File: config.mk
export PLATFORM = sky130hd
export DESIGN_NAME = log_line_header_parser_unit
export DESIGN_NICKNAME = d
export VERILOG_FILES = /design/src/design/llhp_pkg.sv /design/src/design/llhp_front.sv /design/src/design/llhp_queue.sv /design/src/design/llhp_back.sv /design/src/design/log_line_header_parser_unit.sv
export SDC_FILE = /design/constraint.sdc
export NUM_CORES = 1
export LEC_CHECK = 0
export BUFFER_PORTS_ARGS = -buffer_cell sky130_fd_sc_hd__buf_2
export CAP_MARGIN = 20
export CELL_PAD_IN_SITES_DETAIL_PLACEMENT = 1
export CELL_PAD_IN_SITES_GLOBAL_PLACEMENT = 2
export CORE_ASPECT_RATIO = 0.7
export CORE_MARGIN = 2
export CORE_UTILIZATION = 44
export CTS_BUF_LIST = sky130_fd_sc_hd__clkbuf_8
export CTS_CLUSTER_SIZE = 28
export DETAILED_ROUTE_END_ITERATION = 10
export HOLD_SLACK_MARGIN = 0.1
export PLACE_DENSITY_LB_ADDON = 0.1
export SYNTH_ARGS = -nofsm -noshare
export SYNTH_HDL_FRONTEND = slang
export SYNTH_SLANG_ARGS = --single-unit
export TNS_END_PERCENT = 20
File: constraint.sdc
create_clock -name clock -period 7.6 [get_ports clock]
set_clock_uncertainty 0.05 [all_clocks]
set_input_delay 0.38 -clock clock [delete_from_list [all_inputs] [get_ports clock]]
set_output_delay 0.38 -clock clock [all_outputs]
set_load 0.02 [all_outputs]
File: src/design/llhp_pkg.sv
// shared types and constants for the log line header parser
// no dependencies; imported by every module of the block
package llhp_pkg;

   // fixed widths of the front-to-back job fields, sized for the largest
   // supported tag and digit buffer
   localparam int JOB_IDX_W = 5;
   localparam int JOB_CNT_W = 6;

   // result kinds
   localparam logic [1:0] KIND_TAG = 2'd0;
   localparam logic [1:0] KIND_MSG = 2'd1;
   localparam logic [1:0] KIND_REC = 2'd2;

   // level codes
   localparam logic [2:0] LVL_ERROR   = 3'd0;
   localparam logic [2:0] LVL_WARN    = 3'd1;
   localparam logic [2:0] LVL_INFO    = 3'd2;
   localparam logic [2:0] LVL_DEBUG   = 3'd3;
   localparam logic [2:0] LVL_VERBOSE = 3'd4;

   // characters
   localparam logic [7:0] CHAR_NUL   = 8'h00;
   localparam logic [7:0] CHAR_LF    = 8'h0A;
   localparam logic [7:0] CHAR_CR    = 8'h0D;
   localparam logic [7:0] CHAR_SPACE = 8'h20;
   localparam logic [7:0] CHAR_OPEN  = 8'h28;
   localparam logic [7:0] CHAR_CLOSE = 8'h29;
   localparam logic [7:0] CHAR_ZERO  = 8'h30;
   localparam logic [7:0] CHAR_NINE  = 8'h39;
   localparam logic [7:0] CHAR_COLON = 8'h3A;
   localparam logic [7:0] CHAR_E     = 8'h45;
   localparam logic [7:0] CHAR_W     = 8'h57;
   localparam logic [7:0] CHAR_I     = 8'h49;
   localparam logic [7:0] CHAR_D     = 8'h44;
   localparam logic [7:0] CHAR_V     = 8'h56;

   // header parse phase, in header order
   typedef enum logic [2:0] {
      PH_START  = 3'd0,
      PH_SPACE  = 3'd1,
      PH_OPEN   = 3'd2,
      PH_DIGITS = 3'd3,
      PH_CLOSE  = 3'd4,
      PH_TAG    = 3'd5,
      PH_COLON  = 3'd6,
      PH_MSG    = 3'd7
   } phase_type;

   // write caused directly by the current byte
   typedef enum logic [1:0] {
      CUR_NONE = 2'd0,
      CUR_TAG  = 2'd1,
      CUR_MSG  = 2'd2
   } cur_type;

   // work for one item, handed from the classifier to the emitter
   typedef struct packed {
      logic                 dig_wr;
      logic [JOB_IDX_W-1:0] dig_idx;
      logic [3:0]           dig_val;
      logic                 msg_clear;
      logic                 rp_space;
      logic                 rp_open;
      logic [JOB_CNT_W-1:0] rp_ndig;
      logic                 rp_close;
      cur_type              cur;
      logic [JOB_CNT_W-1:0] tag_pos;
      logic [7:0]           cur_byte;
      logic                 rec;
      logic [2:0]           level;
      logic [31:0]          time_val;
      logic [JOB_CNT_W-1:0] tag_len;
      logic                 ovf;
   } job_type;

endpackage

File: src/design/llhp_front.sv
// classifier: tracks the header shape byte by byte and builds at most one job per item
// depends on llhp_pkg
module llhp_front #(
   parameter int TAG_BYTES    = 16,
   parameter int DIGIT_BUFFER = 16
) (
   input  logic             clock,
   input  logic             reset,
   input  logic             in_valid,
   input  logic [7:0]       in_byte,
   input  logic             in_last,
   input  logic             queue_ready,
   output logic             push,
   output llhp_pkg::job_type push_job
);
   import llhp_pkg::*;

   localparam int TCW = $clog2(TAG_BYTES);
   localparam int DCW = $clog2(DIGIT_BUFFER + 1);

   phase_type        phase_ff, phase_in;
   logic [2:0]       level_ff, level_in;
   logic [31:0]      time_ff, time_in;
   logic [TCW-1:0]   tag_cnt_ff, tag_cnt_in;
   logic [DCW-1:0]   dig_cnt_ff, dig_cnt_in;
   logic             ended_ff, ended_in;
   logic             ovf_ff, ovf_in;

   logic             accept;
   logic             is_level;
   logic [2:0]       level_code;
   logic             is_digit;
   job_type          job;

   assign accept = in_valid && queue_ready;
   assign is_digit = (in_byte >= CHAR_ZERO) && (in_byte <= CHAR_NINE);

   always_comb begin
      unique case (in_byte)
         CHAR_E: begin is_level = 1'b1; level_code = LVL_ERROR;   end
         CHAR_W: begin is_level = 1'b1; level_code = LVL_WARN;    end
         CHAR_I: begin is_level = 1'b1; level_code = LVL_INFO;    end
         CHAR_D: begin is_level = 1'b1; level_code = LVL_DEBUG;   end
         CHAR_V: begin is_level = 1'b1; level_code = LVL_VERBOSE; end
         default: begin is_level = 1'b0; level_code = LVL_INFO;   end
      endcase
   end

   always_comb begin
      logic      do_fb;
      logic      msg_byte;
      phase_type fb_ph;
      logic      end_fb;

      phase_in   = phase_ff;
      level_in   = level_ff;
      time_in    = time_ff;
      tag_cnt_in = tag_cnt_ff;
      dig_cnt_in = dig_cnt_ff;
      ended_in   = ended_ff;
      ovf_in     = ovf_ff;
      job        = '0;
      do_fb      = 1'b0;
      msg_byte   = 1'b0;
      fb_ph      = phase_ff;
      end_fb     = 1'b0;

      if (!ended_ff) begin
         unique case (phase_ff)
            PH_START: begin
               if (in_byte == CHAR_NUL) begin
                  ended_in = 1'b1;
               end else begin
                  job.cur      = CUR_MSG;
                  job.cur_byte = in_byte;
                  if (is_level) begin
                     level_in = level_code;
                     phase_in = PH_SPACE;
                  end else begin
                     phase_in = PH_MSG;
                  end
               end
            end
            PH_SPACE: begin
               if (in_byte == CHAR_SPACE) phase_in = PH_OPEN;
               else begin do_fb = 1'b1; msg_byte = 1'b1; end
            end
            PH_OPEN: begin
               if (in_byte == CHAR_OPEN) phase_in = PH_DIGITS;
               else begin do_fb = 1'b1; msg_byte = 1'b1; end
            end
            PH_DIGITS: begin
               if (is_digit) begin
                  time_in = (time_ff << 3) + (time_ff << 1) + {28'd0, in_byte[3:0]};
                  if (dig_cnt_ff < DCW'(DIGIT_BUFFER)) begin
                     job.dig_wr  = 1'b1;
                     job.dig_idx = JOB_IDX_W'(dig_cnt_ff);
                     job.dig_val = in_byte[3:0];
                     dig_cnt_in  = DCW'(dig_cnt_ff + DCW'(1));
                  end else begin
                     ovf_in = 1'b1;
                  end
               end else if (in_byte == CHAR_CLOSE) begin
                  phase_in = PH_CLOSE;
               end else begin
                  do_fb = 1'b1; msg_byte = 1'b1;
               end
            end
            PH_CLOSE: begin
               if (in_byte == CHAR_SPACE) begin
                  phase_in      = PH_TAG;
                  job.msg_clear = 1'b1;
               end else begin
                  do_fb = 1'b1; msg_byte = 1'b1;
               end
            end
            PH_TAG: begin
               if (in_byte == CHAR_NUL) begin
                  ended_in = 1'b1;
               end else if (in_byte == CHAR_COLON) begin
                  phase_in = PH_COLON;
               end else if (tag_cnt_ff < TCW'(TAG_BYTES - 1)) begin
                  job.cur      = CUR_TAG;
                  job.tag_pos  = JOB_CNT_W'(tag_cnt_ff);
                  job.cur_byte = in_byte;
                  tag_cnt_in   = TCW'(tag_cnt_ff + TCW'(1));
               end else begin
                  // tag full: this byte opens the message
                  phase_in     = PH_MSG;
                  job.cur      = CUR_MSG;
                  job.cur_byte = in_byte;
               end
            end
            PH_COLON: begin
               phase_in = PH_MSG;
               if (in_byte != CHAR_SPACE) msg_byte = 1'b1;
            end
            PH_MSG: begin
               msg_byte = 1'b1;
            end
         endcase

         if (msg_byte) begin
            if (in_byte == CHAR_NUL) begin
               ended_in = 1'b1;
            end else begin
               job.cur      = CUR_MSG;
               job.cur_byte = in_byte;
            end
         end
      end

      // header cut short by the line end
      if (in_last && !ended_in &&
          (phase_in == PH_SPACE || phase_in == PH_OPEN ||
           phase_in == PH_DIGITS || phase_in == PH_CLOSE)) begin
         end_fb = 1'b1;
         fb_ph  = phase_in;
      end

      if (do_fb || end_fb) begin
         job.rp_space = (fb_ph == PH_OPEN) || (fb_ph == PH_DIGITS) || (fb_ph == PH_CLOSE);
         job.rp_open  = (fb_ph == PH_DIGITS) || (fb_ph == PH_CLOSE);
         job.rp_ndig  = job.rp_open ? JOB_CNT_W'(dig_cnt_in) : '0;
         job.rp_close = (fb_ph == PH_CLOSE);
         level_in     = LVL_INFO;
         time_in      = '0;
         tag_cnt_in   = '0;
         phase_in     = PH_MSG;
      end

      if (in_last) begin
         job.rec      = 1'b1;
         job.level    = level_in;
         job.time_val = time_in;
         job.tag_len  = JOB_CNT_W'(tag_cnt_in);
         job.ovf      = ovf_in;
         phase_in     = PH_START;
         level_in     = LVL_INFO;
         time_in      = '0;
         tag_cnt_in   = '0;
         dig_cnt_in   = '0;
         ended_in     = 1'b0;
         ovf_in       = 1'b0;
      end
   end

   assign push_job = job;
   assign push = accept && (job.dig_wr || job.msg_clear || job.rp_space ||
                            job.rp_close || (job.cur != CUR_NONE) || job.rec);

   always_ff @(posedge clock) begin
      if (reset) begin
         phase_ff   <= PH_START;
         level_ff   <= LVL_INFO;
         time_ff    <= '0;
         tag_cnt_ff <= '0;
         dig_cnt_ff <= '0;
         ended_ff   <= 1'b0;
         ovf_ff     <= 1'b0;
      end else if (accept) begin
         phase_ff   <= phase_in;
         level_ff   <= level_in;
         time_ff    <= time_in;
         tag_cnt_ff <= tag_cnt_in;
         dig_cnt_ff <= dig_cnt_in;
         ended_ff   <= ended_in;
         ovf_ff     <= ovf_in;
      end
   end

endmodule

File: src/design/llhp_queue.sv
// two-entry job queue between the classifier and the emitter
// depends on llhp_pkg
module llhp_queue (
   input  logic             clock,
   input  logic             reset,
   input  logic             push,
   input  llhp_pkg::job_type push_job,
   output logic             push_ready,
   input  logic             pop,
   output logic             head_valid,
   output llhp_pkg::job_type head_job
);
   import llhp_pkg::*;

   logic [1:0] count_ff, count_in;
   job_type    slot0_ff, slot0_in;
   job_type    slot1_ff, slot1_in;

   assign push_ready = (count_ff != 2'd2);
   assign head_valid = (count_ff != 2'd0);
   assign head_job   = slot0_ff;

   always_comb begin
      count_in = count_ff;
      slot0_in = slot0_ff;
      slot1_in = slot1_ff;
      case ({push, pop})
         2'b10: begin
            if (count_ff == 2'd0) slot0_in = push_job;
            else slot1_in = push_job;
            count_in = count_ff + 2'd1;
         end
         2'b01: begin
            slot0_in = slot1_ff;
            count_in = count_ff - 2'd1;
         end
         2'b11: begin
            if (count_ff == 2'd1) begin
               slot0_in = push_job;
            end else begin
               slot0_in = slot1_ff;
               slot1_in = push_job;
            end
         end
         default: ;
      endcase
   end

   always_ff @(posedge clock) begin
      if (reset) count_ff <= '0;
      else count_ff <= count_in;
   end

   always_ff @(posedge clock) begin
      slot0_ff <= slot0_in;
      slot1_ff <= slot1_in;
   end

endmodule

File: src/design/llhp_back.sv
// emitter: expands each job into tag writes, message writes and line records
// depends on llhp_pkg; holds the digit store and the message counters
module llhp_back #(
   parameter int MSG_BYTES    = 128,
   parameter int DIGIT_BUFFER = 16
) (
   input  logic             clock,
   input  logic             reset,
   input  logic             head_valid,
   input  llhp_pkg::job_type head_job,
   output logic             pop,
   output logic             out_valid,
   input  logic             out_ready,
   output logic [1:0]       out_kind,
   output logic [6:0]       out_position,
   output logic [7:0]       out_byte,
   output logic [2:0]       out_level,
   output logic [31:0]      out_timestamp,
   output logic [3:0]       out_tag_length,
   output logic [6:0]       out_message_length,
   output logic             out_digit_overflow,
   output logic             out_run_last
);
   import llhp_pkg::*;

   localparam int MCW = $clog2(MSG_BYTES);
   localparam int DCW = $clog2(DIGIT_BUFFER + 1);
   localparam int DIW = $clog2(DIGIT_BUFFER);
   localparam logic [MCW-1:0] MSG_MAX = MCW'(MSG_BYTES - 1);

   logic [3:0]     digits_ff [DIGIT_BUFFER];

   logic [MCW-1:0] mcount_ff, mcount_in;
   logic [MCW-1:0] kept_ff, kept_in;
   logic           sp_done_ff, sp_done_in;
   logic           op_done_ff, op_done_in;
   logic [DCW-1:0] dig_idx_ff, dig_idx_in;
   logic           cl_done_ff, cl_done_in;
   logic           cur_done_ff, cur_done_in;

   logic           valid_ff, valid_in;
   logic [1:0]     kind_ff, kind_in;
   logic [6:0]     pos_ff, pos_in;
   logic [7:0]     byte_ff, byte_in;
   logic [2:0]     level_ff, level_in;
   logic [31:0]    ts_ff, ts_in;
   logic [3:0]     tlen_ff, tlen_in;
   logic [6:0]     mlen_ff, mlen_in;
   logic           ovf_ff, ovf_in;
   logic           last_ff, last_in;

   logic [DCW-1:0] ndig;
   logic           pend_sp, pend_op, pend_dg, pend_cl, pend_cur, pend_rec;
   logic           sel_sp, sel_op, sel_dg, sel_cl, sel_cur, sel_rec;
   logic           step;
   logic [MCW+6:0] mcount_ext, kept_ext;

   assign ndig       = DCW'(head_job.rp_ndig);
   assign pend_sp    = head_job.rp_space && !sp_done_ff;
   assign pend_op    = head_job.rp_open && !op_done_ff;
   assign pend_dg    = head_job.rp_open && (dig_idx_ff < ndig);
   assign pend_cl    = head_job.rp_close && !cl_done_ff;
   assign pend_cur   = (head_job.cur != CUR_NONE) && !cur_done_ff;
   assign pend_rec   = head_job.rec;

   // one step at a time, in replay order
   assign sel_sp  = pend_sp;
   assign sel_op  = !pend_sp && pend_op;
   assign sel_dg  = !pend_sp && !pend_op && pend_dg;
   assign sel_cl  = !pend_sp && !pend_op && !pend_dg && pend_cl;
   assign sel_cur = !pend_sp && !pend_op && !pend_dg && !pend_cl && pend_cur;
   assign sel_rec = !pend_sp && !pend_op && !pend_dg && !pend_cl && !pend_cur && pend_rec;

   assign step       = head_valid && (!valid_ff || out_ready);
   assign mcount_ext = (MCW + 7)'(mcount_ff);
   assign kept_ext   = (MCW + 7)'(kept_ff);

   always_comb begin
      logic           is_msg;
      logic           is_tag;
      logic [7:0]     wbyte;
      logic           wr_ok;
      logic [MCW-1:0] mcount_next;
      logic           sp_after, op_after, dg_after, cl_after, cur_after, rec_after;
      logic           msg_after, more_out;

      mcount_in   = mcount_ff;
      kept_in     = kept_ff;
      sp_done_in  = sp_done_ff;
      op_done_in  = op_done_ff;
      dig_idx_in  = dig_idx_ff;
      cl_done_in  = cl_done_ff;
      cur_done_in = cur_done_ff;
      valid_in    = valid_ff && !out_ready;
      kind_in     = kind_ff;
      pos_in      = pos_ff;
      byte_in     = byte_ff;
      level_in    = level_ff;
      ts_in       = ts_ff;
      tlen_in     = tlen_ff;
      mlen_in     = mlen_ff;
      ovf_in      = ovf_ff;
      last_in     = last_ff;
      pop         = 1'b0;

      is_tag = sel_cur && (head_job.cur == CUR_TAG);
      is_msg = sel_sp || sel_op || sel_dg || sel_cl || (sel_cur && head_job.cur == CUR_MSG);
      if (sel_sp) wbyte = CHAR_SPACE;
      else if (sel_op) wbyte = CHAR_OPEN;
      else if (sel_dg) wbyte = CHAR_ZERO + {4'd0, digits_ff[dig_idx_ff[DIW-1:0]]};
      else if (sel_cl) wbyte = CHAR_CLOSE;
      else wbyte = head_job.cur_byte;

      // message writes past the size limit are dropped
      wr_ok       = is_msg && (mcount_ff < MSG_MAX);
      mcount_next = wr_ok ? MCW'(mcount_ff + MCW'(1)) : mcount_ff;

      sp_after  = pend_sp && !sel_sp;
      op_after  = pend_op && !sel_op;
      dg_after  = pend_dg && !(sel_dg && (DCW'(dig_idx_ff + DCW'(1)) == ndig));
      cl_after  = pend_cl && !sel_cl;
      cur_after = pend_cur && !sel_cur;
      rec_after = pend_rec && !sel_rec;
      msg_after = sp_after || op_after || dg_after || cl_after ||
                  (cur_after && head_job.cur == CUR_MSG);
      more_out  = rec_after || (cur_after && head_job.cur == CUR_TAG) ||
                  (msg_after && (mcount_next < MSG_MAX));

      if (step) begin
         if (sel_sp) sp_done_in = 1'b1;
         if (sel_op) op_done_in = 1'b1;
         if (sel_dg) dig_idx_in = DCW'(dig_idx_ff + DCW'(1));
         if (sel_cl) cl_done_in = 1'b1;
         if (sel_cur) cur_done_in = 1'b1;

         if (wr_ok) begin
            valid_in  = 1'b1;
            kind_in   = KIND_MSG;
            pos_in    = mcount_ext[6:0];
            byte_in   = wbyte;
            mcount_in = mcount_next;
            if (wbyte != CHAR_LF && wbyte != CHAR_CR) kept_in = mcount_next;
         end else if (is_tag) begin
            valid_in = 1'b1;
            kind_in  = KIND_TAG;
            pos_in   = 7'(head_job.tag_pos);
            byte_in  = wbyte;
         end else if (sel_rec) begin
            valid_in = 1'b1;
            kind_in  = KIND_REC;
         end
         level_in = sel_rec ? head_job.level : 3'd0;
         ts_in    = sel_rec ? head_job.time_val : 32'd0;
         tlen_in  = sel_rec ? head_job.tag_len[3:0] : 4'd0;
         // a line that ends on the space after ')' has an empty message
         mlen_in  = (sel_rec && !head_job.msg_clear) ? kept_ext[6:0] : 7'd0;
         ovf_in   = sel_rec && head_job.ovf;
         if (sel_rec) begin
            pos_in  = 7'd0;
            byte_in = 8'd0;
         end
         last_in  = !more_out;

         if (!(sp_after || op_after || dg_after || cl_after || cur_after || rec_after)) begin
            pop         = 1'b1;
            sp_done_in  = 1'b0;
            op_done_in  = 1'b0;
            dig_idx_in  = '0;
            cl_done_in  = 1'b0;
            cur_done_in = 1'b0;
            if (head_job.msg_clear || sel_rec) begin
               mcount_in = '0;
               kept_in   = '0;
            end
         end
      end
   end

   always_ff @(posedge clock) begin
      if (head_valid && head_job.dig_wr) begin
         digits_ff[head_job.dig_idx[DIW-1:0]] <= head_job.dig_val;
      end
   end

   always_ff @(posedge clock) begin
      if (reset) begin
         mcount_ff   <= '0;
         kept_ff     <= '0;
         sp_done_ff  <= 1'b0;
         op_done_ff  <= 1'b0;
         dig_idx_ff  <= '0;
         cl_done_ff  <= 1'b0;
         cur_done_ff <= 1'b0;
         valid_ff    <= 1'b0;
      end else begin
         mcount_ff   <= mcount_in;
         kept_ff     <= kept_in;
         sp_done_ff  <= sp_done_in;
         op_done_ff  <= op_done_in;
         dig_idx_ff  <= dig_idx_in;
         cl_done_ff  <= cl_done_in;
         cur_done_ff <= cur_done_in;
         valid_ff    <= valid_in;
      end
   end

   always_ff @(posedge clock) begin
      kind_ff  <= kind_in;
      pos_ff   <= pos_in;
      byte_ff  <= byte_in;
      level_ff <= level_in;
      ts_ff    <= ts_in;
      tlen_ff  <= tlen_in;
      mlen_ff  <= mlen_in;
      ovf_ff   <= ovf_in;
      last_ff  <= last_in;
   end

   assign out_valid          = valid_ff;
   assign out_kind           = kind_ff;
   assign out_position       = pos_ff;
   assign out_byte           = byte_ff;
   assign out_level          = level_ff;
   assign out_timestamp      = ts_ff;
   assign out_tag_length     = tlen_ff;
   assign out_message_length = mlen_ff;
   assign out_digit_overflow = ovf_ff;
   assign out_run_last       = last_ff;

endmodule

File: src/design/log_line_header_parser_unit.sv
// an item's job is registered in the queue; its first result then in the output register
// throughput: the classifier takes one byte per cycle while its two-entry queue has room;
// the emitter gives one result per cycle while jobs wait and the receiver is ready, so
// a broken header replays its held bytes one per cycle as message writes
// reset: synchronous, active high; clears line state, queue and output register
// top level of the log line header parser; depends on llhp_pkg, llhp_front,
// llhp_queue and llhp_back
module log_line_header_parser_unit #(
   parameter int TAG_BYTES    = 16,
   parameter int MSG_BYTES    = 128,
   parameter int DIGIT_BUFFER = 16
) (
   input  logic        clock,
   input  logic        reset,
   // input item channel
   input  logic        req_valid,
   output logic        req_ready,
   input  logic [7:0]  req_byte_in,
   input  logic        req_line_end,
   // result channel
   output logic        rsp_valid,
   input  logic        rsp_ready,
   output logic [1:0]  rsp_kind,
   output logic [6:0]  rsp_position,
   output logic [7:0]  rsp_byte_out,
   output logic [2:0]  rsp_level,
   output logic [31:0] rsp_timestamp,
   output logic [3:0]  rsp_tag_length,
   output logic [6:0]  rsp_message_length,
   output logic        rsp_digit_overflow,
   output logic        rsp_run_last
);
   import llhp_pkg::*;

   // front side: classifier output into the queue
   logic    push;
   logic    push_ready;
   job_type push_job;

   // back side: queue head into the emitter
   logic    head_valid;
   logic    pop;
   job_type head_job;

   // an item is taken whenever the queue can hold its job
   assign req_ready = push_ready;

   // header parse state, level, time, tag count and digit count live here
   llhp_front #(
      .TAG_BYTES    (TAG_BYTES),
      .DIGIT_BUFFER (DIGIT_BUFFER)
   ) u_front (
      .clock       (clock),
      .reset       (reset),
      .in_valid    (req_valid),
      .in_byte     (req_byte_in),
      .in_last     (req_line_end),
      .queue_ready (push_ready),
      .push        (push),
      .push_job    (push_job)
   );

   // decouples the classifier from output stalls and replay bursts
   llhp_queue u_queue (
      .clock      (clock),
      .reset      (reset),
      .push       (push),
      .push_job   (push_job),
      .push_ready (push_ready),
      .pop        (pop),
      .head_valid (head_valid),
      .head_job   (head_job)
   );

   // digit store, message counters and the registered result port
   llhp_back #(
      .MSG_BYTES    (MSG_BYTES),
      .DIGIT_BUFFER (DIGIT_BUFFER)
   ) u_back (
      .clock              (clock),
      .reset              (reset),
      .head_valid         (head_valid),
      .head_job           (head_job),
      .pop                (pop),
      .out_valid          (rsp_valid),
      .out_ready          (rsp_ready),
      .out_kind           (rsp_kind),
      .out_position       (rsp_position),
      .out_byte           (rsp_byte_out),
      .out_level          (rsp_level),
      .out_timestamp      (rsp_timestamp),
      .out_tag_length     (rsp_tag_length),
      .out_message_length (rsp_message_length),
      .out_digit_overflow (rsp_digit_overflow),
      .out_run_last       (rsp_run_last)
   );

endmodule

Word-level counts from Yosys, hierarchy flattened
Memory sizes are Yosys's and may differ from the RTL's. A register that Yosys moved wholly into a read port is not among the register bits.
Index checks and enable logic that the tools add are counted.
Widths: inputs -> output; s select.
{ "classes": {"muxes": 129, "n_reduce_logical": 103, "order_cmp": 7, "addsub": 9, "n_eq_ne": 42} }
{ "op_table": {"columns": ["cell", "count"], "rows": [
  ["$mux 79", 4],
  ["$pmux 79 s3", 1],
  ["$mux 32", 5],
  ["$pmux 79 s2", 1],
  ["$mux 8", 9],
  ["$mux 7", 10],
  ["$mux 3", 20],
  ["$mux 16", 3],
  ["$mux 43", 1],
  ["$eq 8x7->1 const B", 5],
  ["$mux 4", 10],
  ["$mux 5", 8],
  ["$mux 1", 39],
  ["$logic_and 1x1->1", 37],
  ["$add 32x32->32", 1],
  ["$add 32x4->32", 1],
  ["$eq 8x6->1 const B", 4],
  ["$mux 10", 3],
  ["$logic_or 1x1->1", 25],
  ["$pmux 3 s7", 1],
  ["$logic_not 1->1", 19],
  ["$eq 3x2->1 const B", 6],
  ["$eq 3x3->1 const B", 6],
  ["$ne 8x4->1 const B", 2],
  ["37 further kinds", 69]
]} }
{ "totals": {"inputBits": 13, "regBits": 294, "memories": 1, "mem_bits_rw": 64} }
{ "memory_table": {"columns": ["memory", "words", "width", "read_ports", "rd_ports_with_merged_regs", "wr", "line", "rtl"], "rows": [
  ["u_back.digits_ff", 16, 4, 1, 1, 1, "llhp_back.sv:31", "logic [3:0] digits_ff [DIGIT_BUFFER];"]
]} }

Depth between registers and ports, before layout
Gate-level depths: netlist of run 1.
{ "logic_depth": {"word_depth": 25, "mapped_depth": 17} }

Hierarchy
From an unflattened synthesis of run 1, not the netlist that was laid out.
{ "unflattened": {"cells_unflattened": 1681, "hier_area_um2": 19394.9} }
{ "by_module_without_submodules": {"columns": ["module", "cells_per_inst", "area_each_um2", "n_inst", "seq_area_each_um2"], "rows": [
  ["llhp_queue", 456, 7362.1, 1, 4784.6],
  ["llhp_back", 513, 6789.0, 1, 4434.3],
  ["llhp_front", 712, 5243.8, 1, 980.9]
]} }

Worst setup path before layout of run 1
OpenSTA, ideal clock, no wires.
{ "synth_path": {"kind": "flip-flop to flip-flop", "startpoint": "reg u_queue.count_ff[0]", "endpoint": "reg u_queue.slot1_ff[0] (netlist name) (enable)", "arrival_time_ps": 6335, "setup_slack_ps": 686, "path_buffers": 0, "t_required_ps": 7021, "stages_incl_launch_ff": 11, "path_cell_list": "dfxtp_1 inv_1 ha_1 inv_1 nand2_1 clkinv_1 and2_1 inv_1 ha_1 o21ai_0 a21oi_1"} }
{ "synth_between": {"elab_chain_len": 6, "elab_cells_between_ends": 14} }
{ "synth_lines": {"columns": ["item", "line", "rtl"], "rows": [
  ["start: declaration", "llhp_queue.sv:15", "logic [1:0] count_ff, count_in;"],
  ["start signal: assignment", "llhp_queue.sv:51", "else count_ff <= count_in;"],
  ["$reduce_bool 2->1 (*)", "llhp_queue.sv:20", "assign head_valid = (count_ff != 2'd0);"],
  ["$logic_and 1x1->1 (*)", "llhp_back.sv:74", "assign step = head_valid && (!valid_ff || out_ready);"],
  ["net u_back.step", "llhp_back.sv:55", "logic step;"],
  ["$mux 1 (*)", "llhp_back.sv:129", "if (step) begin"],
  ["$eq 2x2->1", "llhp_queue.sv:27", "case ({push, pop})"],
  ["$ne 2x2->1 (no source line) / $reduce_bool 2->1 (equally long branches)", null, null],
  ["$reduce_and 3->1 (no source line) (*)", null, null],
  ["end signal: assignment", "llhp_queue.sv:56", "slot1_ff <= slot1_in;"],
  ["end: declaration", "llhp_queue.sv:17", "job_type slot1_ff, slot1_in;"]
]} }
The timed path passes the listed nets; every way through them passes the cells marked *.
A chain may end at the register's enable or synchronous reset.

==> impl_metrics.env, run 1 <==
export IMPL_fmax_mhz=183
export IMPL_path_class="in -> reg"
export IMPL_syn_nets=1546
export IMPL_crit_required_ps=7950
export IMPL_dr_pass1_iters=5
export IMPL_yosys_area_top_type="edfxtp_1"
export IMPL_synth_cell_types=84
export IMPL_tightest_slew_ps=1000
export IMPL_reg2regPathDepth=13
export IMPL_reg2reg_slack_ps=2140
export IMPL_arrival_ps=5830
export IMPL_antenna_found_initial=2
export IMPL_yosys_register_bits=354
export IMPL_syn_inst=1455
export IMPL_seq_area_frac_synth=0.575
export IMPL_setup_violations=0
export IMPL_final_hold_viol_count=0
export IMPL_avgRoutedWirePerCell_um=21.6
export IMPL_drt_total_wl_um=45600
export IMPL_first_global_vias=11709
export IMPL_rsz0062_at_grt="no"
export IMPL_yosysMostFrequentCell="edfxtp_1"
export IMPL_max_cap_violations=0
export IMPL_holdPathStages=2
export IMPL_finalCritPeriodShare=0.721
export IMPL_cts_resized=0
export IMPL_timing_critical_path_buf_inv=2
export IMPL_syn_to_final_growth_pct=11.6
export IMPL_slowest_delay_ps=600
export IMPL_grt_overflow=0
export IMPL_synth_edff_count=275
export IMPL_path_clk_slew_ps=60
export IMPL_reg2reg_from="u_front.phase_ff[0]"
export IMPL_avgSynthCellArea_um2=11.8
export IMPL_drive_gt1_frac=0.126
export IMPL_synthTopCellsByArea="edfxtp_1 (48%), dfxtp_1 (9.2%), ha_1 (5.6%)"
export IMPL_die_h_um=169
export IMPL_worstSetupEndpoint="u_queue.head_job[8]"
export IMPL_reg2reg_to="u_queue.head_job[8]"
export IMPL_cp_start_kind="input pin"
export IMPL_ys_async_sr_fraction=0
export IMPL_dp_hpwl_um=33000
export IMPL_cts_buffers=56
export IMPL_clock_path_buffers=3
export IMPL_ant_nets=0
export IMPL_cpMostUsedCell="a21oi_1"
export IMPL_slew_headroom=0.322
export IMPL_vias=11841
export IMPL_io_buffer_count=79
export IMPL_cp_cell_sequence="dlygate4sd3_1 > buf_2 > or4b_1 > nor4_1 > a41oi_1 > a31oi_1 > nand4b_1 > a21oi_1 > nor2_1 > a21oi_1 > ha_1 > a21oi_1 > nand2_1 > and2_1 > nand2b_1 > o21ai_0"
export IMPL_cp_depth=16
export IMPL_antenna_cells=0
export IMPL_vias_per_cell=5.61
export IMPL_grt_max_degree=74
export IMPL_grt_use_total=0.225
export IMPL_critPathMaxFanout=24
export IMPL_grt_pass1_wl_um=70000
export IMPL_die_w_um=240
export IMPL_htreeDepth=2
export IMPL_cp_top_family="simple AND/OR/NAND/NOR gates"
export IMPL_synth_top_area_share=0.483
export IMPL_whs_ps=173
export IMPL_syn_area_um2=17100
export IMPL_layout_setup_ws_ps=2120
export IMPL_die_area_um2=40500
export IMPL_io_pins=80
export IMPL_yosys_top_cells_count="edfxtp_1 (275), nor2_1 (140), nand2_1 (114), dfxtp_1 (79), and2_1 (77)"
export IMPL_yosys_warnings=0
export IMPL_clk_latency_ps=620
export IMPL_finalCriticalPeriod_ps=5480
export IMPL_crit_path_end_kind="register"
export IMPL_min_path_type="in -> reg"
export IMPL_place_congestion=0.801
export IMPL_nNetsFinal=1632
export IMPL_tns_ps=0
export IMPL_core_area_um2=38400
export IMPL_fin_util=0.498
export IMPL_cts_sinks=354
export IMPL_start_util=0.446
export IMPL_cts_tree="yes"
export IMPL_drv_slew=0
export IMPL_place_ws_ps=2020
export IMPL_cp_startpoint="req_byte_in[5]"
export IMPL_slowest_stage="nand2b_1"
export IMPL_power_density_nw_per_um2=277
export IMPL_rows=60
export IMPL_drt_initial_drc_count=1006
export IMPL_cts_root_buf="clkbuf_8"
export IMPL_irDropWorstVdd_uv=118
export IMPL_ys_flop_type="edfxtp_1"
export IMPL_status="completed"
export IMPL_p_leak_nw=7.26
export IMPL_drc=0
-- cells in the final DEF (no fill, tap or decap), drive strengths merged, types with 10 or more instances in the layout --
master | Yosys | routed
a21o | 23 | 23
a21oi | 72 | 72
a22o | 57 | 57
a31oi | 11 | 11
and2 | 78 | 78
and3 | 21 | 21
buf | 20 | 94
clkbuf | 48 | 59
clkinv | 1 | 19
dfxtp | 79 | 79
edfxtp | 275 | 275
ha | 76 | 76
inv | 35 | 53
mux2i | 30 | 30
mux4 | 18 | 18
nand2 | 114 | 114
nand2b | 21 | 21
nand3 | 22 | 22
nor2 | 142 | 142
nor2b | 19 | 19
nor3 | 36 | 36
o21a | 10 | 10
o21ai | 77 | 77
xnor2 | 19 | 19
xor2 | 22 | 22
-- area by class of cell --
cell class	count	area, um2
flip-flops and latches	354	9840
well taps	527	659
multi-input cells	997	6880
clock inverters	40	244
inverters	36	135
repair buffers	96	528
clock buffers	59	812
fillers	4045	19300
-- routing by layer --
layer,vias to the layer above,GRT usage,routed length (um)
li1,5606,-,-
met1,5897,0.381,24800
met2,289,0.296,17600
met3,49,0.0373,2680
met4,0,0.0397,543
met5,-,0,0
-- what timing repair did --
item	CTS	global route
hold buffers	2	0
hold endpoints to repair	3	0
buffers inserted	0	0
-- flip-flops by register name, summed over array words and instances, names as in the netlist, 4 cells and up, named ones only --
register,cells
u_queue.head_job,73
u_back.out_tag_length,4
u_back.out_byte,8
u_back.dig_idx_ff,5
u_front.time_ff,32
u_back.out_position,7
u_back.mcount_ff,7
u_front.tag_cnt_ff,4
u_back.out_message_length,7
u_queue.slot1_ff,73
u_front.dig_cnt_ff,5
u_back.out_timestamp,32
u_back.kept_ff,7
u_back.digits_ff,64
-- per-stage QoR --
stage,std cells,cell area (um2),total power [W]
after floorplan,1455,17100,0.00339
after global placement,2008,18000,0.00374
after detailed placement,2008,18000,0.00377
after CTS,2109,19100,0.00535
after global routing,2109,19100,0.00554
final,2109,19100,0.00529
-- power breakdown --
part	total, W	internal [W]	switching [W]
registers	0.00269	0.00254	0.000154
clock network	0.00157	0.000816	0.000754
logic	0.00103	0.000273	0.000752
total	0.00529	0.00363	0.00166
-- worst min-delay path by stage --
| stage | end | slack (ps) | from |
|---|---|---|---|
| detailed placement | u_back.kept_ff[2] | 410 | u_back.kept_ff[2] |
| global placement | u_front.ovf_ff | 410 | u_front.ovf_ff |
| finish | u_queue.slot1_ff[47] | 170 | req_byte_in[4] |
| floorplan | u_front.ovf_ff | 390 | u_front.ovf_ff |
| global route | u_queue.slot1_ff[47] | 180 | req_byte_in[4] |
| CTS | u_queue.slot1_ff[47] | 150 | req_byte_in[4] |
-- cell families after synthesis --
family	share of synthesized area
muxes	0.0434
AOI/OAI and AO/OA	0.129
adders and majority gates	0.0579
xor gates and xnor gates	0.0210
DFF	0.575
buffers and inverters	0.0248
and+or+nand+nor	0.149
Power figures use the tool's default switching activity.
==> run 2, diff against run 1 <==
==> constraint.sdc (replaced) <==
create_clock -name clock -period 5.7 [get_ports clock]
set_clock_uncertainty 0.05 [all_clocks]
set_input_delay 0.285 -clock clock [delete_from_list [all_inputs] [get_ports clock]]
set_output_delay 0.285 -clock clock [all_outputs]
set_load 0.02 [all_outputs]
==> impl_metrics.env, run 2 (synthesis results as in run 1) <==
export IMPL_status="completed"
export IMPL_htreeDepth=2
export IMPL_io_buffer_count=79
export IMPL_cts_sinks=354
export IMPL_drt_total_wl_um=45600
export IMPL_clock_path_buffers=3
export IMPL_path_clk_slew_ps=60
export IMPL_power_w=0.00699
export IMPL_cp_cell_sequence="dlygate4sd3_1 > buf_2 > nor4b_1 > nand4b_1 > nand3_1 > nor2_1 > and2_0 > or4_1 > nor2_1 > a21oi_1 > ha_1 > a21oi_1 > nand2_1 > and2_1 > nand2b_1 > o21ai_0"
export IMPL_vias_per_cell=5.61
export IMPL_final_common_cell="edfxtp_1"
export IMPL_crit_required_ps=5960
export IMPL_drv_slew=0
export IMPL_io_pins=80
export IMPL_start_util=0.446
export IMPL_min_path_type="in -> reg"
export IMPL_finalCriticalPeriod_ps=5070
export IMPL_path_class="in -> reg"
export IMPL_place_ws_ps=491
export IMPL_finalCritPeriodShare=0.890
export IMPL_p_int_w=0.00474
export IMPL_irDropWorstVdd_uv=185
export IMPL_p_leak_nw=7.32
export IMPL_pwr_share_clk=0.286
export IMPL_ant_nets=0
export IMPL_stdcell_count=2118
export IMPL_timing_critical_path_buf_inv=2
export IMPL_place_congestion=0.835
export IMPL_vias=11878
export IMPL_whs_endpoint="u_queue.slot1_ff[71]"
export IMPL_tightest_slew_ps=1030
export IMPL_hold_start="req_byte_in[2]"
export IMPL_antenna_found_initial=0
export IMPL_drive_gt1_frac=0.129
export IMPL_setup_violations=0
export IMPL_p_switching_w=0.00225
export IMPL_nNetsFinal=1636
export IMPL_dp_hpwl_um=32900
export IMPL_arrival_ps=5330
export IMPL_crit_path_end_kind="register"
export IMPL_drc=0
export IMPL_max_cap_violations=0
export IMPL_first_global_vias=11720
export IMPL_syn_to_final_growth_pct=11.8
export IMPL_grt_overflow=0
export IMPL_final_hold_viol_count=0
export IMPL_cts_root_buf="clkbuf_8"
export IMPL_critPathMaxFanout=24
export IMPL_cts_tree="yes"
export IMPL_rows=60
export IMPL_layout_setup_ws_ps=627
export IMPL_grt_pass1_wl_um=70100
export IMPL_rsz0062_at_grt="no"
export IMPL_slowest_delay_ps=680
export IMPL_avgRoutedWirePerCell_um=21.5
export IMPL_reg2regPathDepth=13
export IMPL_p_seq_frac=0.516
export IMPL_slowest_stage="nand2b_1"
export IMPL_power_density_nw_per_um2=365
export IMPL_reg2reg_slack_ps=780
export IMPL_grt_use_total=0.225
export IMPL_dr_pass1_iters=5
export IMPL_cp_top_family="simple AND/OR/NAND/NOR gates"
export IMPL_fmax_mhz=197
export IMPL_holdPathStages=2
export IMPL_antenna_cells=0
export IMPL_cts_buffers=54
export IMPL_combPwrFrac=0.198
export IMPL_die_h_um=169
export IMPL_die_w_um=240
export IMPL_cp_start_kind="input pin"
export IMPL_dp_cells=2009
export IMPL_switching_share=0.321
export IMPL_reg2reg_to="u_queue.head_job[10]"
export IMPL_postCtsSetupRepairBufs=0
export IMPL_core_area_um2=38400
export IMPL_grt_max_degree=74
export IMPL_slew_headroom=0.311
export IMPL_reg2reg_from="u_front.ended_ff"
export IMPL_layout_common_cells="edfxtp_1 (275), nor2_1 (140), nand2_1 (114)"
export IMPL_die_area_um2=40500
export IMPL_drt_initial_drc_count=875
export IMPL_clk_latency_ps=630
## run 2: changes by cell type in the layout (fill, tap and decap cells not counted), sizes merged
cell	previous run	this run
inv	53	63
clkinv	19	13
dlygate4sd3	2	7
bufinv	3	0
clkbuf	59	61
buf	94	95
## run 2: cell type report
type / instances / area, um2
fillers: 4066 / 19200
flip-flops and latches: 354 / 9840
multi-input cells: 997 / 6880
clock buffers: 61 / 840
well taps: 527 / 659
repair buffers: 102 / 598
clock inverters: 41 / 186
inverters: 36 / 135
## run 2: through the flow
stage | area (um2) | TNS [ps] | hold slack, ps | utilization
after CTS | 19100 | 0 | 105 | 0.499
final | 19100 | 0 | 130 | 0.499
after floorplan | 17100 | -58000 | 334 | -
after detailed placement | 18000 | 0 | 410 | 0.470
after global routing | 19100 | 0 | 122 | 0.499
after global placement | 18000 | 0 | 407 | 0.470
## run 2: worst max-delay path by stage
stage	startpoint	end	cells past startpoint
global placement	req_byte_in[2]	u_queue.head_job[34]	15
detailed placement	req_byte_in[2]	u_queue.head_job[27]	15
finish	req_byte_in[7]	u_queue.head_job[10]	16
CTS	req_byte_in[7]	u_queue.head_job[27]	16
global route	req_byte_in[7]	u_queue.head_job[10]	16
floorplan	req_byte_in[2]	u_queue.head_job[0]	11
## run 2: worst reg2reg max path, stage by stage (launching register included)
cell      delay, ps
dfxtp_1         490
a21oi_1         570
inv_1           150
nor2_1          540
and2_0          320
or4_1           150
nor2_1           40
a21oi_1         370
ha_1            330
a21oi_1         110
nand2_1         110
and2_1          490
nand2b_1        600
o21ai_0         410
## run 2: layer usage
layer | share of wire | GRT usage | up-vias
met5 | 0 | 0 | -
met4 | 0.011 | 0.0416 | 0
met2 | 0.39 | 0.300 | 258
li1 | - | - | 5632
met1 | 0.54 | 0.368 | 5940
met3 | 0.063 | 0.0506 | 48
## run 2: repair_timing
action	in CTS	in global routing
endpoints found under the hold margin	10	0
resized for setup	0	0
hold buffers	7	0
## run 2: power groups by stage
stage / combinational [W] / sequential, W / clock, W
3_5_place_dp: 0.00139 / 0.00366 / 0
4_1_cts: 0.00140 / 0.00361 / 0.00206
2_1_floorplan: 0.000704 / 0.00381 / 0
5_1_grt: 0.00151 / 0.00365 / 0.00215
3_3_place_gp: 0.00137 / 0.00364 / 0
6_report: 0.00138 / 0.00360 / 0.00200
==> run 3, diff against run 2 <==
--- a/config.mk
+++ b/config.mk
@@ -13,11 +13,13 @@
 export CORE_MARGIN = 2
 export CORE_UTILIZATION = 44
 export CTS_BUF_LIST = sky130_fd_sc_hd__clkbuf_8
+export CTS_CLUSTER_DIAMETER = 200
 export CTS_CLUSTER_SIZE = 28
 export DETAILED_ROUTE_END_ITERATION = 10
-export HOLD_SLACK_MARGIN = 0.1
+export HOLD_SLACK_MARGIN = 0.15
 export PLACE_DENSITY_LB_ADDON = 0.1
 export SYNTH_ARGS = -nofsm -noshare
 export SYNTH_HDL_FRONTEND = slang
+export SYNTH_HIERARCHICAL = 1
 export SYNTH_SLANG_ARGS = --single-unit
 export TNS_END_PERCENT = 20
==> impl_metrics.env, run 3 <==
export IMPL_slew_headroom=0.241
export IMPL_cp_start_kind="input pin"
export IMPL_max_cap_violations=0
export IMPL_avgSynthCellArea_um2=11.5
export IMPL_min_path_type="in -> reg"
export IMPL_tns_ps=0
export IMPL_die_h_um=178
export IMPL_finalCriticalPeriod_ps=4840
export IMPL_cp_cell_sequence="dlygate4sd3_1 > buf_2 > nor4_2 > and3_1 > a22oi_1 > o221a_2 > o22ai_1 > nand2_1 > mux2_2 > o22ai_2 > o31a_1 > ha_2 > nor2_4 > o21ai_4 > buf_12"
export IMPL_rsz0062_at_grt="no"
export IMPL_clock_path_buffers=3
export IMPL_avgRoutedWirePerCell_um=23.5
export IMPL_io_buffer_count=79
export IMPL_whs_endpoint="u_queue/slot1_ff[72]"
export IMPL_reg2reg_from="u_front/phase_ff[2]"
export IMPL_critPathMaxFanout=52
export IMPL_rows=63
export IMPL_first_global_vias=13527
export IMPL_cts_sinks=358
export IMPL_cts_buffers=16
export IMPL_die_area_um2=44900
export IMPL_clk_latency_ps=610
export IMPL_final_area_um2=20200
export IMPL_nNetsFinal=1776
export IMPL_antenna_found_initial=0
export IMPL_path_class="in -> reg"
export IMPL_vias=13525
export IMPL_crit_path_end_kind="register"
export IMPL_final_hold_viol_count=0
export IMPL_place_congestion=0.838
export IMPL_io_pins=80
export IMPL_start_util=0.448
export IMPL_syn_to_final_growth_pct=6.33
export IMPL_grt_max_degree=77
export IMPL_tightest_slew_ps=1140
export IMPL_yosys_warnings=6
export IMPL_drt_initial_drc_count=939
export IMPL_drv_slew=0
export IMPL_power_w=0.00759
export IMPL_syn_area_um2=19000
export IMPL_fmax_mhz=206
export IMPL_setup_violations=0
export IMPL_cts_root_buf="clkbuf_8"
export IMPL_irDropWorstVdd_uv=254
export IMPL_grt_use_total=0.234
export IMPL_core_area_um2=42500
export IMPL_drive_gt1_frac=0.125
export IMPL_dr_pass1_iters=5
export IMPL_arrival_ps=5060
export IMPL_die_w_um=252
export IMPL_syn_inst=1657
export IMPL_drc=0
export IMPL_dp_hpwl_um=37500
export IMPL_antenna_cells=0
export IMPL_grt_pass1_wl_um=81300
export IMPL_grt_overflow=0
export IMPL_slowest_delay_ps=720
export IMPL_power_density_nw_per_um2=376
export IMPL_vias_per_cell=6.02
export IMPL_status="completed"
export IMPL_cts_resized=0
export IMPL_path_clk_slew_ps=140
export IMPL_dpl_cell_area_um2=19800
export IMPL_slowest_stage="ha_2"
export IMPL_cts_tree="yes"
export IMPL_reg2regPathDepth=13
export IMPL_hold_start="req_byte_in[3]"
export IMPL_final_common_cell="edfxtp_1"
export IMPL_p_leak_nw=7.52
export IMPL_reg2reg_to="u_queue/head_job[10]"
export IMPL_holdPathStages=2
export IMPL_htreeDepth=1
export IMPL_finalCritPeriodShare=0.850
export IMPL_ant_nets=0
export IMPL_layout_common_cells="edfxtp_1 (279), nor2_1 (147), nand2_1 (105)"
export IMPL_crit_required_ps=5910
export IMPL_drt_total_wl_um=52700
export IMPL_reg2reg_slack_ps=890
export IMPL_whs_ps=218
==> run 3: critical path, delay by kind of cell <==
| kind | cells | cell delay [ps] |
|---|---|---|
| adder cells (fa/ha/maj) | 1 | 720 |
| multiplexers | 1 | 290 |
| AO/OA/AOI/OAI | 6 | 1370 |
| AND/OR/NAND/NOR | 4 | 1320 |
| buffers and inverters | 3 | 1020 |
==> run 3: stage by stage <==
step	setup slack (ps)	cells	util
2_1_floorplan	192	1658	-
3_3_place_gp	967	2210	0.467
3_5_place_dp	813	2210	0.467
4_1_cts	914	2247	0.476
5_1_grt	582	2247	0.476
6_report	857	2247	0.476
==> run 3: worst max path at each step <==
stage	start	end	slack (ps)
final	req_byte_in[1]	u_queue/head_job[72]	860
after floorplan	req_byte_in[4]	u_queue/head_job[0]	190
after global routing	req_byte_in[1]	u_queue/head_job[9]	580
after detailed placement	req_byte_in[4]	u_queue/head_job[41]	810
after CTS	req_byte_in[1]	u_queue/head_job[72]	910
after global placement	req_byte_in[4]	u_queue/head_job[25]	970
==> run 3: layout make-up <==
type | instances | area [um2]
Sequential cell | 358 | 9960
Multi-Input combinational cell | 1162 | 8460
Clock buffer | 17 | 234
Inverter | 36 | 135
Fill cell | 4541 | 22300
Clock inverter | 11 | 46.3
Tap cell | 552 | 691
Timing Repair Buffer | 111 | 696
==> run 3: repair_timing <==
action | in CTS | in global routing
hold buffers | 9 | 0
endpoints found under the hold margin | 17 | 0
buffers inserted | 0 | 0
==> run 3: per-layer routing <==
metal	wire length (um)	vias up	global-route usage
li1	-	6318	-
met1	28400	6915	0.381
met2	21200	262	0.329
met3	2630	30	0.0368
met4	480	0	0.0274
met5	0	-	0
==> run 3: report_power, final <==
group / switching [W] / internal, W / total [W]
clock network: 0.000788 / 0.000286 / 0.00107
registers: 0.000318 / 0.00370 / 0.00402
logic: 0.00169 / 0.000810 / 0.00250
